File: src/rtl/mbd_pkg.sv
// Package for the marker-bit byte deframer.
// Frame phase codes, the state record and the result record.
// No dependencies.
`default_nettype none

package mbd_pkg;

    typedef enum logic [1:0] {
        PH_START  = 2'd0,
        PH_GROUPS = 2'd1,
        PH_DATA   = 2'd2,
        PH_CLOSE  = 2'd3
    } phase_t;

    localparam logic [2:0] CLOSE_AWAIT = 3'd0;
    localparam logic [2:0] CLOSE_SKIP  = 3'd1;
    localparam logic [7:0] END_BYTE    = 8'h08;

    localparam logic [1:0] ST_OK          = 2'd0;
    localparam logic [1:0] ST_INVALID     = 2'd1;
    localparam logic [1:0] ST_UNSUPPORTED = 2'd2;

    typedef struct packed {
        phase_t     phase;
        logic [2:0] pos;
        logic [6:0] held;
    } dfr_state_t;

    typedef struct packed {
        logic       emit;
        logic [7:0] decoded_byte;
        logic       byte_valid;
        logic       frame_done;
        logic [1:0] frame_status;
    } dfr_result_t;

endpackage

`default_nettype wire

File: src/rtl/mbd_step.sv
// Per-item decode step: next frame state and result for one encoded byte.
// Purely combinational; uses mbd_pkg.
`default_nettype none

module mbd_step (
    input  wire mbd_pkg::dfr_state_t  state,
    input  wire logic [7:0]           encoded_byte,
    input  wire logic                 input_last,
    output mbd_pkg::dfr_state_t       state_next,
    output mbd_pkg::dfr_result_t      result
);
    import mbd_pkg::*;

    logic [2:0]  p;
    logic [15:0] joined;
    logic [3:0]  rsh;
    logic [7:0]  dec;
    logic        valid;
    logic        done;
    logic [1:0]  status;
    logic        marker;
    logic        pad_bad;
    dfr_state_t  nx;

    always_comb
    begin
        state_next = state;
        nx         = state;
        dec        = 8'd0;
        valid      = 1'b0;
        done       = 1'b0;
        status     = ST_OK;
        p          = (state.phase == PH_GROUPS) ? state.pos : 3'd0;
        joined     = {1'b0, state.held, encoded_byte};
        rsh        = 4'd8 - {1'b0, p};
        marker     = encoded_byte[3'd7 - p];
        pad_bad    = |(encoded_byte & (8'hff >> p));
        result     = '0;

        if (state.phase == PH_CLOSE && state.pos != CLOSE_AWAIT)
        begin
            // skipping to the end of the input frame
            if (input_last)
            begin
                state_next = '{phase: PH_START, pos: 3'd0, held: 7'd0};
            end
        end
        else
        begin
            unique case (state.phase)
                PH_START, PH_GROUPS:
                begin
                    if (state.phase == PH_START && encoded_byte == END_BYTE)
                    begin
                        done = 1'b1;
                    end
                    else
                    begin
                        if (p != 3'd0)
                        begin
                            dec   = 8'(joined >> rsh);
                            valid = 1'b1;
                        end
                        if (marker)
                        begin
                            if (p != 3'd7)
                            begin
                                nx.held  = 7'(encoded_byte & (8'h7f >> p));
                                nx.pos   = p + 3'd1;
                                nx.phase = PH_GROUPS;
                            end
                            else
                            begin
                                nx.held  = 7'd0;
                                nx.pos   = 3'd0;
                                nx.phase = PH_DATA;
                            end
                        end
                        else if (pad_bad)
                        begin
                            done   = 1'b1;
                            status = ST_INVALID;
                        end
                        else
                        begin
                            nx.held  = 7'd0;
                            nx.pos   = CLOSE_AWAIT;
                            nx.phase = PH_CLOSE;
                        end
                    end
                end
                PH_DATA:
                begin
                    dec      = encoded_byte;
                    valid    = 1'b1;
                    nx.held  = 7'd0;
                    nx.pos   = 3'd0;
                    nx.phase = PH_GROUPS;
                end
                PH_CLOSE:
                begin
                    done   = 1'b1;
                    status = (encoded_byte == END_BYTE) ? ST_OK : ST_UNSUPPORTED;
                end
                default:
                begin
                    done = 1'b0;
                end
            endcase

            if (!done && input_last)
            begin
                done   = 1'b1;
                status = ST_INVALID;
            end
            if (done)
            begin
                nx.held = 7'd0;
                if (input_last)
                begin
                    nx.phase = PH_START;
                    nx.pos   = 3'd0;
                end
                else
                begin
                    nx.phase = PH_CLOSE;
                    nx.pos   = CLOSE_SKIP;
                end
            end
            state_next = nx;
            result     = '{emit: valid | done, decoded_byte: dec, byte_valid: valid,
                           frame_done: done, frame_status: status};
        end
    end

endmodule

`default_nettype wire

File: src/rtl/marker_bit_byte_deframer_core.sv
// Top level of the marker-bit byte deframer: input register, decode step,
// result register and frame state. Uses mbd_pkg and mbd_step.
//
//  channel | direction | tdata           | tuser                           | tlast
//  s_*     | in        | encoded_byte    | -                               | input_last
//  m_*     | out       | decoded_byte    | byte_valid, frame_status[1:0]   | frame_done
//
// One item per cycle unless stalled; each item passes the input register, then the
// decode step into the result register, which also updates the frame state.
// Items that give no result are consumed without reaching the output.
// rst_n clears all valid flags and returns the frame state to frame start.
// A stalled output holds its item; an empty input register still takes one item
// while the held one waits, then s_tready drops until the output moves.
`default_nettype none

module marker_bit_byte_deframer_core (
    input  wire logic       clk,
    input  wire logic       rst_n,
    input  wire logic       s_tvalid,
    output logic            s_tready,
    input  wire logic [7:0] s_tdata,   // [7:0] encoded_byte
    input  wire logic       s_tlast,   // input_last
    output logic            m_tvalid,
    input  wire logic       m_tready,
    output logic [7:0]      m_tdata,   // [7:0] decoded_byte
    output logic [2:0]      m_tuser,   // [0] byte_valid, [2:1] frame_status
    output logic            m_tlast    // frame_done
);
    import mbd_pkg::*;

    logic        in_valid_reg;
    logic [7:0]  in_byte_reg;
    logic        in_last_reg;
    dfr_state_t  state_reg;
    dfr_state_t  state_next;
    dfr_result_t step_res;
    dfr_result_t res_reg;
    logic        res_valid_reg;
    logic        res_free;
    logic        advance;

    assign res_free = !res_valid_reg || m_tready;
    assign advance  = in_valid_reg && res_free;
    assign s_tready = !in_valid_reg || res_free;

    mbd_step u_step (
        .state        (state_reg),
        .encoded_byte (in_byte_reg),
        .input_last   (in_last_reg),
        .state_next   (state_next),
        .result       (step_res)
    );

    always_ff @(posedge clk or negedge rst_n)
    begin
        if (!rst_n)
        begin
            in_valid_reg  <= 1'b0;
            res_valid_reg <= 1'b0;
            state_reg     <= '{phase: PH_START, pos: 3'd0, held: 7'd0};
        end
        else
        begin
            if (s_tready)
            begin
                in_valid_reg <= s_tvalid;
            end
            if (advance)
            begin
                state_reg     <= state_next;
                res_valid_reg <= step_res.emit;
            end
            else if (m_tready)
            begin
                res_valid_reg <= 1'b0;
            end
        end
    end

    always_ff @(posedge clk)
    begin
        if (s_tvalid && s_tready)
        begin
            in_byte_reg <= s_tdata;
            in_last_reg <= s_tlast;
        end
        if (advance)
        begin
            res_reg <= step_res;
        end
    end

    assign m_tvalid = res_valid_reg;
    assign m_tdata  = res_reg.decoded_byte;
    assign m_tuser  = {res_reg.frame_status, res_reg.byte_valid};
    assign m_tlast  = res_reg.frame_done;

    a_emit_has_content: assert property (@(posedge clk) disable iff (!rst_n)
        m_tvalid |-> (m_tuser[0] || m_tlast))
        else $error("result with neither a byte nor a frame end");

    a_status_needs_done: assert property (@(posedge clk) disable iff (!rst_n)
        (m_tvalid && !m_tlast) |-> (m_tuser[2:1] == ST_OK))
        else $error("status reported without frame end");

    a_data_phase_clean: assert property (@(posedge clk) disable iff (!rst_n)
        (state_reg.phase == PH_DATA) |-> (state_reg.pos == 3'd0 && state_reg.held == 7'd0))
        else $error("data phase with pending group bits");

    a_last_resets_frame: assert property (@(posedge clk) disable iff (!rst_n)
        (advance && in_last_reg) |=> (state_reg.phase == PH_START))
        else $error("frame state not back at start after last item");

    a_stall_holds: assert property (@(posedge clk) disable iff (!rst_n)
        (m_tvalid && !m_tready) |=> (m_tvalid && $stable(m_tdata) && $stable(m_tuser)))
        else $error("stalled result changed");

endmodule

`default_nettype wire
File: config.mk
export PLATFORM = sky130hd
export DESIGN_NAME = marker_bit_byte_deframer_core
export DESIGN_NICKNAME = d
export VERILOG_FILES = /design/src/rtl/mbd_pkg.sv /design/src/rtl/mbd_step.sv /design/src/rtl/marker_bit_byte_deframer_core.sv
export SDC_FILE = /design/constraint.sdc
export NUM_CORES = 1
export LEC_CHECK = 0
export BUFFER_PORTS_ARGS = -buffer_cell sky130_fd_sc_hd__buf_2
export CORE_MARGIN = 3
export CORE_UTILIZATION = 50
export CTS_BUF_LIST = sky130_fd_sc_hd__clkbuf_8
export DETAILED_ROUTE_END_ITERATION = 7
export GPL_TIMING_DRIVEN = 1
export PLACE_DENSITY_LB_ADDON = 0.25
export SETUP_SLACK_MARGIN = 0.4
export SYNTH_ARGS = -nofsm -noshare
export SYNTH_HDL_FRONTEND = slang
export SYNTH_SLANG_ARGS = --single-unit
File: constraint.sdc
create_clock -name clk -period 4.3 [get_ports clk]
set_input_delay 0.215 -clock clk [delete_from_list [all_inputs] [get_ports clk]]
set_output_delay 0.215 -clock clk [all_outputs]
set_load 0.01 [all_outputs]
# Word level (Yosys, flattened, before mapping)
# Cells that the tools add are included.
word_totals:
  regBits: 35
  in_bits: 13
  out_inout_bits: 14
  elab_cells: 84
op_classes:
  add_sub_neg: 3
  magnitude_cmp: 1
  eq_ne: 8
  shift: 3
  n_mux: 35
  bitwise: 3
  reduce_logical: 19
ops:
  columns: ["operator", "n"]
  rows:
  - ["$mux 12", 7]
  - ["$pmux 12 s2", 1]
  - ["$mux 8", 2]
  - ["$pmux 8 s2", 1]
  - ["$shr 15x4->8", 1]
  - ["$mux 1", 13]
  - ["$mux 13", 1]
  - ["$and 8x8->8", 1]
  - ["$eq 8x4->1 const B", 1]
  - ["$mux 2", 4]
  - ["$reduce_or 8->1", 1]
  - ["$shr 8x3->8 const A", 1]
  - ["$and 7x7->7", 1]
  - ["$shr 7x3->7 const A", 1]
  - ["$reduce_bool 3->1", 2]
  - ["$logic_and 1x1->1", 5]
  - ["$mux 5", 1]
  - ["$ne 5x4->1 const B", 1]
  - ["$reduce_and 5->1", 1]
  - ["$eq 2x2->1 const B", 2]
  - ["$lt 3x4->1 const B", 1]
  - ["$ne 4x3->1 const B", 1]
  - ["$pmux 1 s2", 2]
  - ["$pmux 2 s2", 1]
  - ["other kinds (15)", 19]

# Longest topological paths before layout
logic_depth:
  ltp_word: 17
  depth_mapped: 11
  ltp_nobuf: 10

# Hierarchy
# From an unflattened synthesis, not the netlist that was laid out.
hier_totals:
  hier_cells: 197
  area_unflattened_um2: 2294.7
modules_own_cells:
  columns: ["module", "instances", "cells_each", "area_per_inst_um2", "seq_area_each_um2"]
  rows:
  - ["marker_bit_byte_deframer_core", 1, 56, 1226.2, 980.9]
  - ["mbd_step", 1, 141, 1068.5, 0.0]

# Worst setup path before layout
# OpenSTA, ideal clock, no wires.
synth_path:
  kind: "reg2reg"
  startpoint: "register state_reg[11] (netlist name)"
  endpoint: "register res_reg (netlist bit m_tdata[6]) (data pin)"
  setup_ns: 0.262
  arrival_ns: 2.484
  required_ns: 4.038
  path_slack_ns: 1.555
  stages_incl_launch_ff: 8
  path_buffers: 2
  synth_period_minus_slack_ns: 2.745
  path_cell_list: "dfrtp_1 nand3b_2 buf_1 ha_1 buf_2 mux4_2 a222oi_1 inv_1"
synth_via:
  elab_chain_len: 7
  elab_cells_between_ends: 14
  classes_between: "add/sub (1); eq/ne (3); shift (1); mux (4); reduce/logical (5)"
synth_rtl:
  columns: ["element", "line", "text"]
  rows:
  - ["from (decl)", "marker_bit_byte_deframer_core.sv:34", "dfr_state_t state_reg;"]
  - ["from (signal assigned)", "marker_bit_byte_deframer_core.sv:60", "state_reg <= '{phase: PH_START, pos: 3'd0, held: 7'd0};"]
  - ["from (signal assigned)", "marker_bit_byte_deframer_core.sv:70", "state_reg <= state_next;"]
  - ["$eq 2x1->1", "mbd_step.sv:33, mbd_step.sv:50", null]
  - ["$mux 3", "mbd_step.sv:33", "p = (state.phase == PH_GROUPS) ? state.pos : 3'd0;"]
  - ["$sub 4x3->4", "mbd_step.sv:35", "rsh = 4'd8 - {1'b0, p};"]
  - ["$shr 15x4->8", "mbd_step.sv:61", "dec = 8'(joined >> rsh);"]
  - ["$mux 8", "mbd_step.sv:59", "if (p != 3'd0)"]
  - ["$mux 8", "mbd_step.sv:53", "if (state.phase == PH_START && encoded_byte == END_BYTE)"]
  - ["$pmux 8 s2", "mbd_step.sv:50", "unique case (state.phase)"]
  - ["to (signal assigned)", "marker_bit_byte_deframer_core.sv:89", "res_reg <= step_res;"]
  - ["to (decl)", "marker_bit_byte_deframer_core.sv:37", "dfr_result_t res_reg;"]
# Several ways; a longest one is shown, not always the timed one.
# A chain may end at the register's enable or synchronous reset.

# Final worst setup path
layout_path:
  startpoint: "register state_reg[10] (netlist name)"
  endpoint: "register res_reg (netlist bit m_tdata[2]) (data pin)"
# Same word-level chain as after synthesis.

==> metrics.cfg <==
[clocking]
clk_pin_slew_ns = 0.08
holdBufCountCts = 1
cts_buffer_depth = 2
post_cts_buffers = 0
clock_sinks = 35
cts_root_buf = clkbuf_8
clk_latency_ns = 0.29
numCtsBuffers = 5
h-tree-depth = 2
cts_resized = 0
cts_tree = built

[power]
p_comb_share_pct = 38.0
p_total_uw = 1267
power_density_nw_per_um2 = 533.2
p_seq_share_pct = 42.9
power_switching_uw = 473.6
power.internal_uw = 793.3
clkPwrFrac_pct = 19.1
ir_worst_vdd_mv = 0.2337
sw_frac_of_total_pct = 37.38
p_leak_uw = 0.0009630

[timing]
clock_skew_ns = 0.006178
fmax_ghz = 0.3153
hold_viol_final = 0
fin_crit_ns = 3.172
rsz0062_at_grt = false
fin_tns_setup_ns = 0
tightest_slew_ns = 1.017
period_share_pct = 73.77
maxSlewViolCount = 0
setup_viol = 0
relSlewSlack_pct = 31.93

[grt]
grt_pass1_vias = 1582
antenna_found_initial = 0
grt_usage_pct = 19.33
grt_max_degree = 18
grt-ovfl-total = 0
grt_pass1_wl_um = 7790

[synthesis]
synthCells = 173
netlist.area_leader.share_pct = 29.22
syn-num-nets = 190
synth-seq-cells = 35
yosys_warnings = 0
synth_area_leaders = edfxtp_1 29%, dfrtp_1 16%, mux4_2 13%
synth_top_cell_by_area = edfxtp_1
yosysSeqAreaShare_pct = 45.45
synth_xor_area_share_pct = 0
ys.flop_type = edfxtp_1
synth_common_cells = 21 x edfxtp_1, 15 x inv_1, 14 x dfrtp_1, 12 x mux4_2, 11 x nand2_1
synth_top_family_by_area = compound AO/OA/AOI/OAI gates
synth_compound_area_share_pct = 18.03
synth_edf_count = 21
synth.avg_cell_area_um2 = 12.48
synth_most_common_cell = edfxtp_1
synth_mux_area_share_pct = 12.52
async_flop_share_pct = 40.00
synth-simple-area-share_pct = 15.42
ys_types = 57
syn_area_um2 = 2158
synth_adder_area_share_pct = 2.319

[worst_setup_path]
worstPathMaxFanout = 17
crit_arrival_ns = 3.22
cp_slowest_stage_delay_ns = 0.89
cp-start-kind = flop
required_ns = 4.34
critPathKind = flop to flop
crit_chain = nand3b_2, ha_1, mux4_2, a222oi_1, inv_1
endpoint_kind = flop
cp_slowest_cell = ha_1

[die]
core_area_um2 = 4086
io_pins = 27
num_rows = 23
die-width_um = 71.70
die-area_um2 = 5141
fp.dieH_um = 71.70
start_util_pct = 52.82

[cells_and_area]
nFillCells = 359
multi_input_area_um2 = 1042
largest_reg_flops = 12
synthToLayoutAreaGrowth_pct = 10.09
nets = 214
regArea_um2 = 980.9
num_antenna_cells = 0
fin_cells = 248
final_area_um2 = 2376
drive_gt1_share_pct = 29.29

[detailed_routing]
drt_wl_total_um = 4463
drc_errors = 0
drt-initial-drc-count = 238
drtAntennaViolNets = 0
vias = 1645
wl_per_cell_um = 18.00
dr.pass1.iters = 5
viasPerCell = 6.633

[placement]
dpl.cell_count = 239
place.gp.congestion = 0.8895
place_area_um2 = 2272
portBuffers = 26
hpwl_um = 3225

[worst_hold_path]
worst_hold_path_type = input port to flop

[run]
drv_cap = 0

[run_status]
status = complete, no violations

==> power groups by stage <==
stage	logic (uW)	clock network, uW	registers, uW
2_1_floorplan	406	0	520
3_3_place_gp	469	0	542
3_5_place_dp	476	0	547
4_1_cts	482	250	540
5_1_grt	532	270	554
6_report	482	241	544
==> metrics by stage <==
step           utilization (%)  hold slack, ns  worst slack, ns
2_1_floorplan                -        -0.08059            1.555
3_3_place_gp             55.60          0.1233            1.237
3_5_place_dp             55.60          0.1255            1.140
4_1_cts                  58.14         0.08322            1.121
5_1_grt                  58.14         0.07308           0.8139
6_report                 58.14         0.09276            1.128
==> cell families (layout without fill, tap and decap cells) <==
group                      Yosys count  count (layout)
AOI/OAI and AO/OA                   43              43
buffers and inverters               25              50
adders and majority gates            4               4
muxes                               12              12
and+or+nand+nor                     54              54
DFF                                 35              35
==> worst max-delay path, delay by kind of cell (launching register included) <==
family / cells / cell delay [ns]
fa+ha+maj: 1 / 0.89
mux: 1 / 0.61
flops: 1 / 0.60
simple gates: 1 / 0.42
compound gates: 1 / 0.32
buf+inv: 1 / 0.08
==> cell type report <==
type / instances / area share (%)
multi-input combinational: 113 / 43.87
sequential: 35 / 41.28
inverter: 15 / 2.370
clock buffer: 5 / 2.896
clock inverter: 3 / 1.053
tap: 50 / 2.633
timing repair buffer: 27 / 5.898
==> worst paths after layout <==
path,startpoint,endpoint,slack (ns),cells after the start
setup / recovery,state_reg[10],m_tdata[2],1.13,5
hold / removal,s_tdata[3],in_byte_reg[3],0.09,1
setup reg to reg,state_reg[10],m_tdata[2],1.13,5
hold reg to reg,state_reg[6],state_reg[6],0.52,1
max in group asynchronous,rst_n,state_reg[7],3.72,2
min in group asynchronous,rst_n,in_valid_reg,0.34,2
==> layer usage <==
metal / track usage [%] / vias up / share of wire [%]
met5: 0 / - / 0
met4: 7.098 / 0 / 2.8
met3: 5.330 / 19 / 11
met2: 29.80 / 114 / 47
met1: 26.25 / 777 / 39
li1: - / 735 / -
==> placed cells by master (no fill, tap or decap), drive strengths merged, types with 3 or more instances in the layout <==
master	count
nor3b	3
a32o	6
nor2b	5
nand2b	3
buf	26
nand2	12
dfrtp	14
clkbuf	5
nor2	8
o21ai	9
ha	4
or2	3
edfxtp	21
inv	15
a222oi	8
a21oi	3
nand3	5
mux4	12
Power figures use the tool's default switching activity.
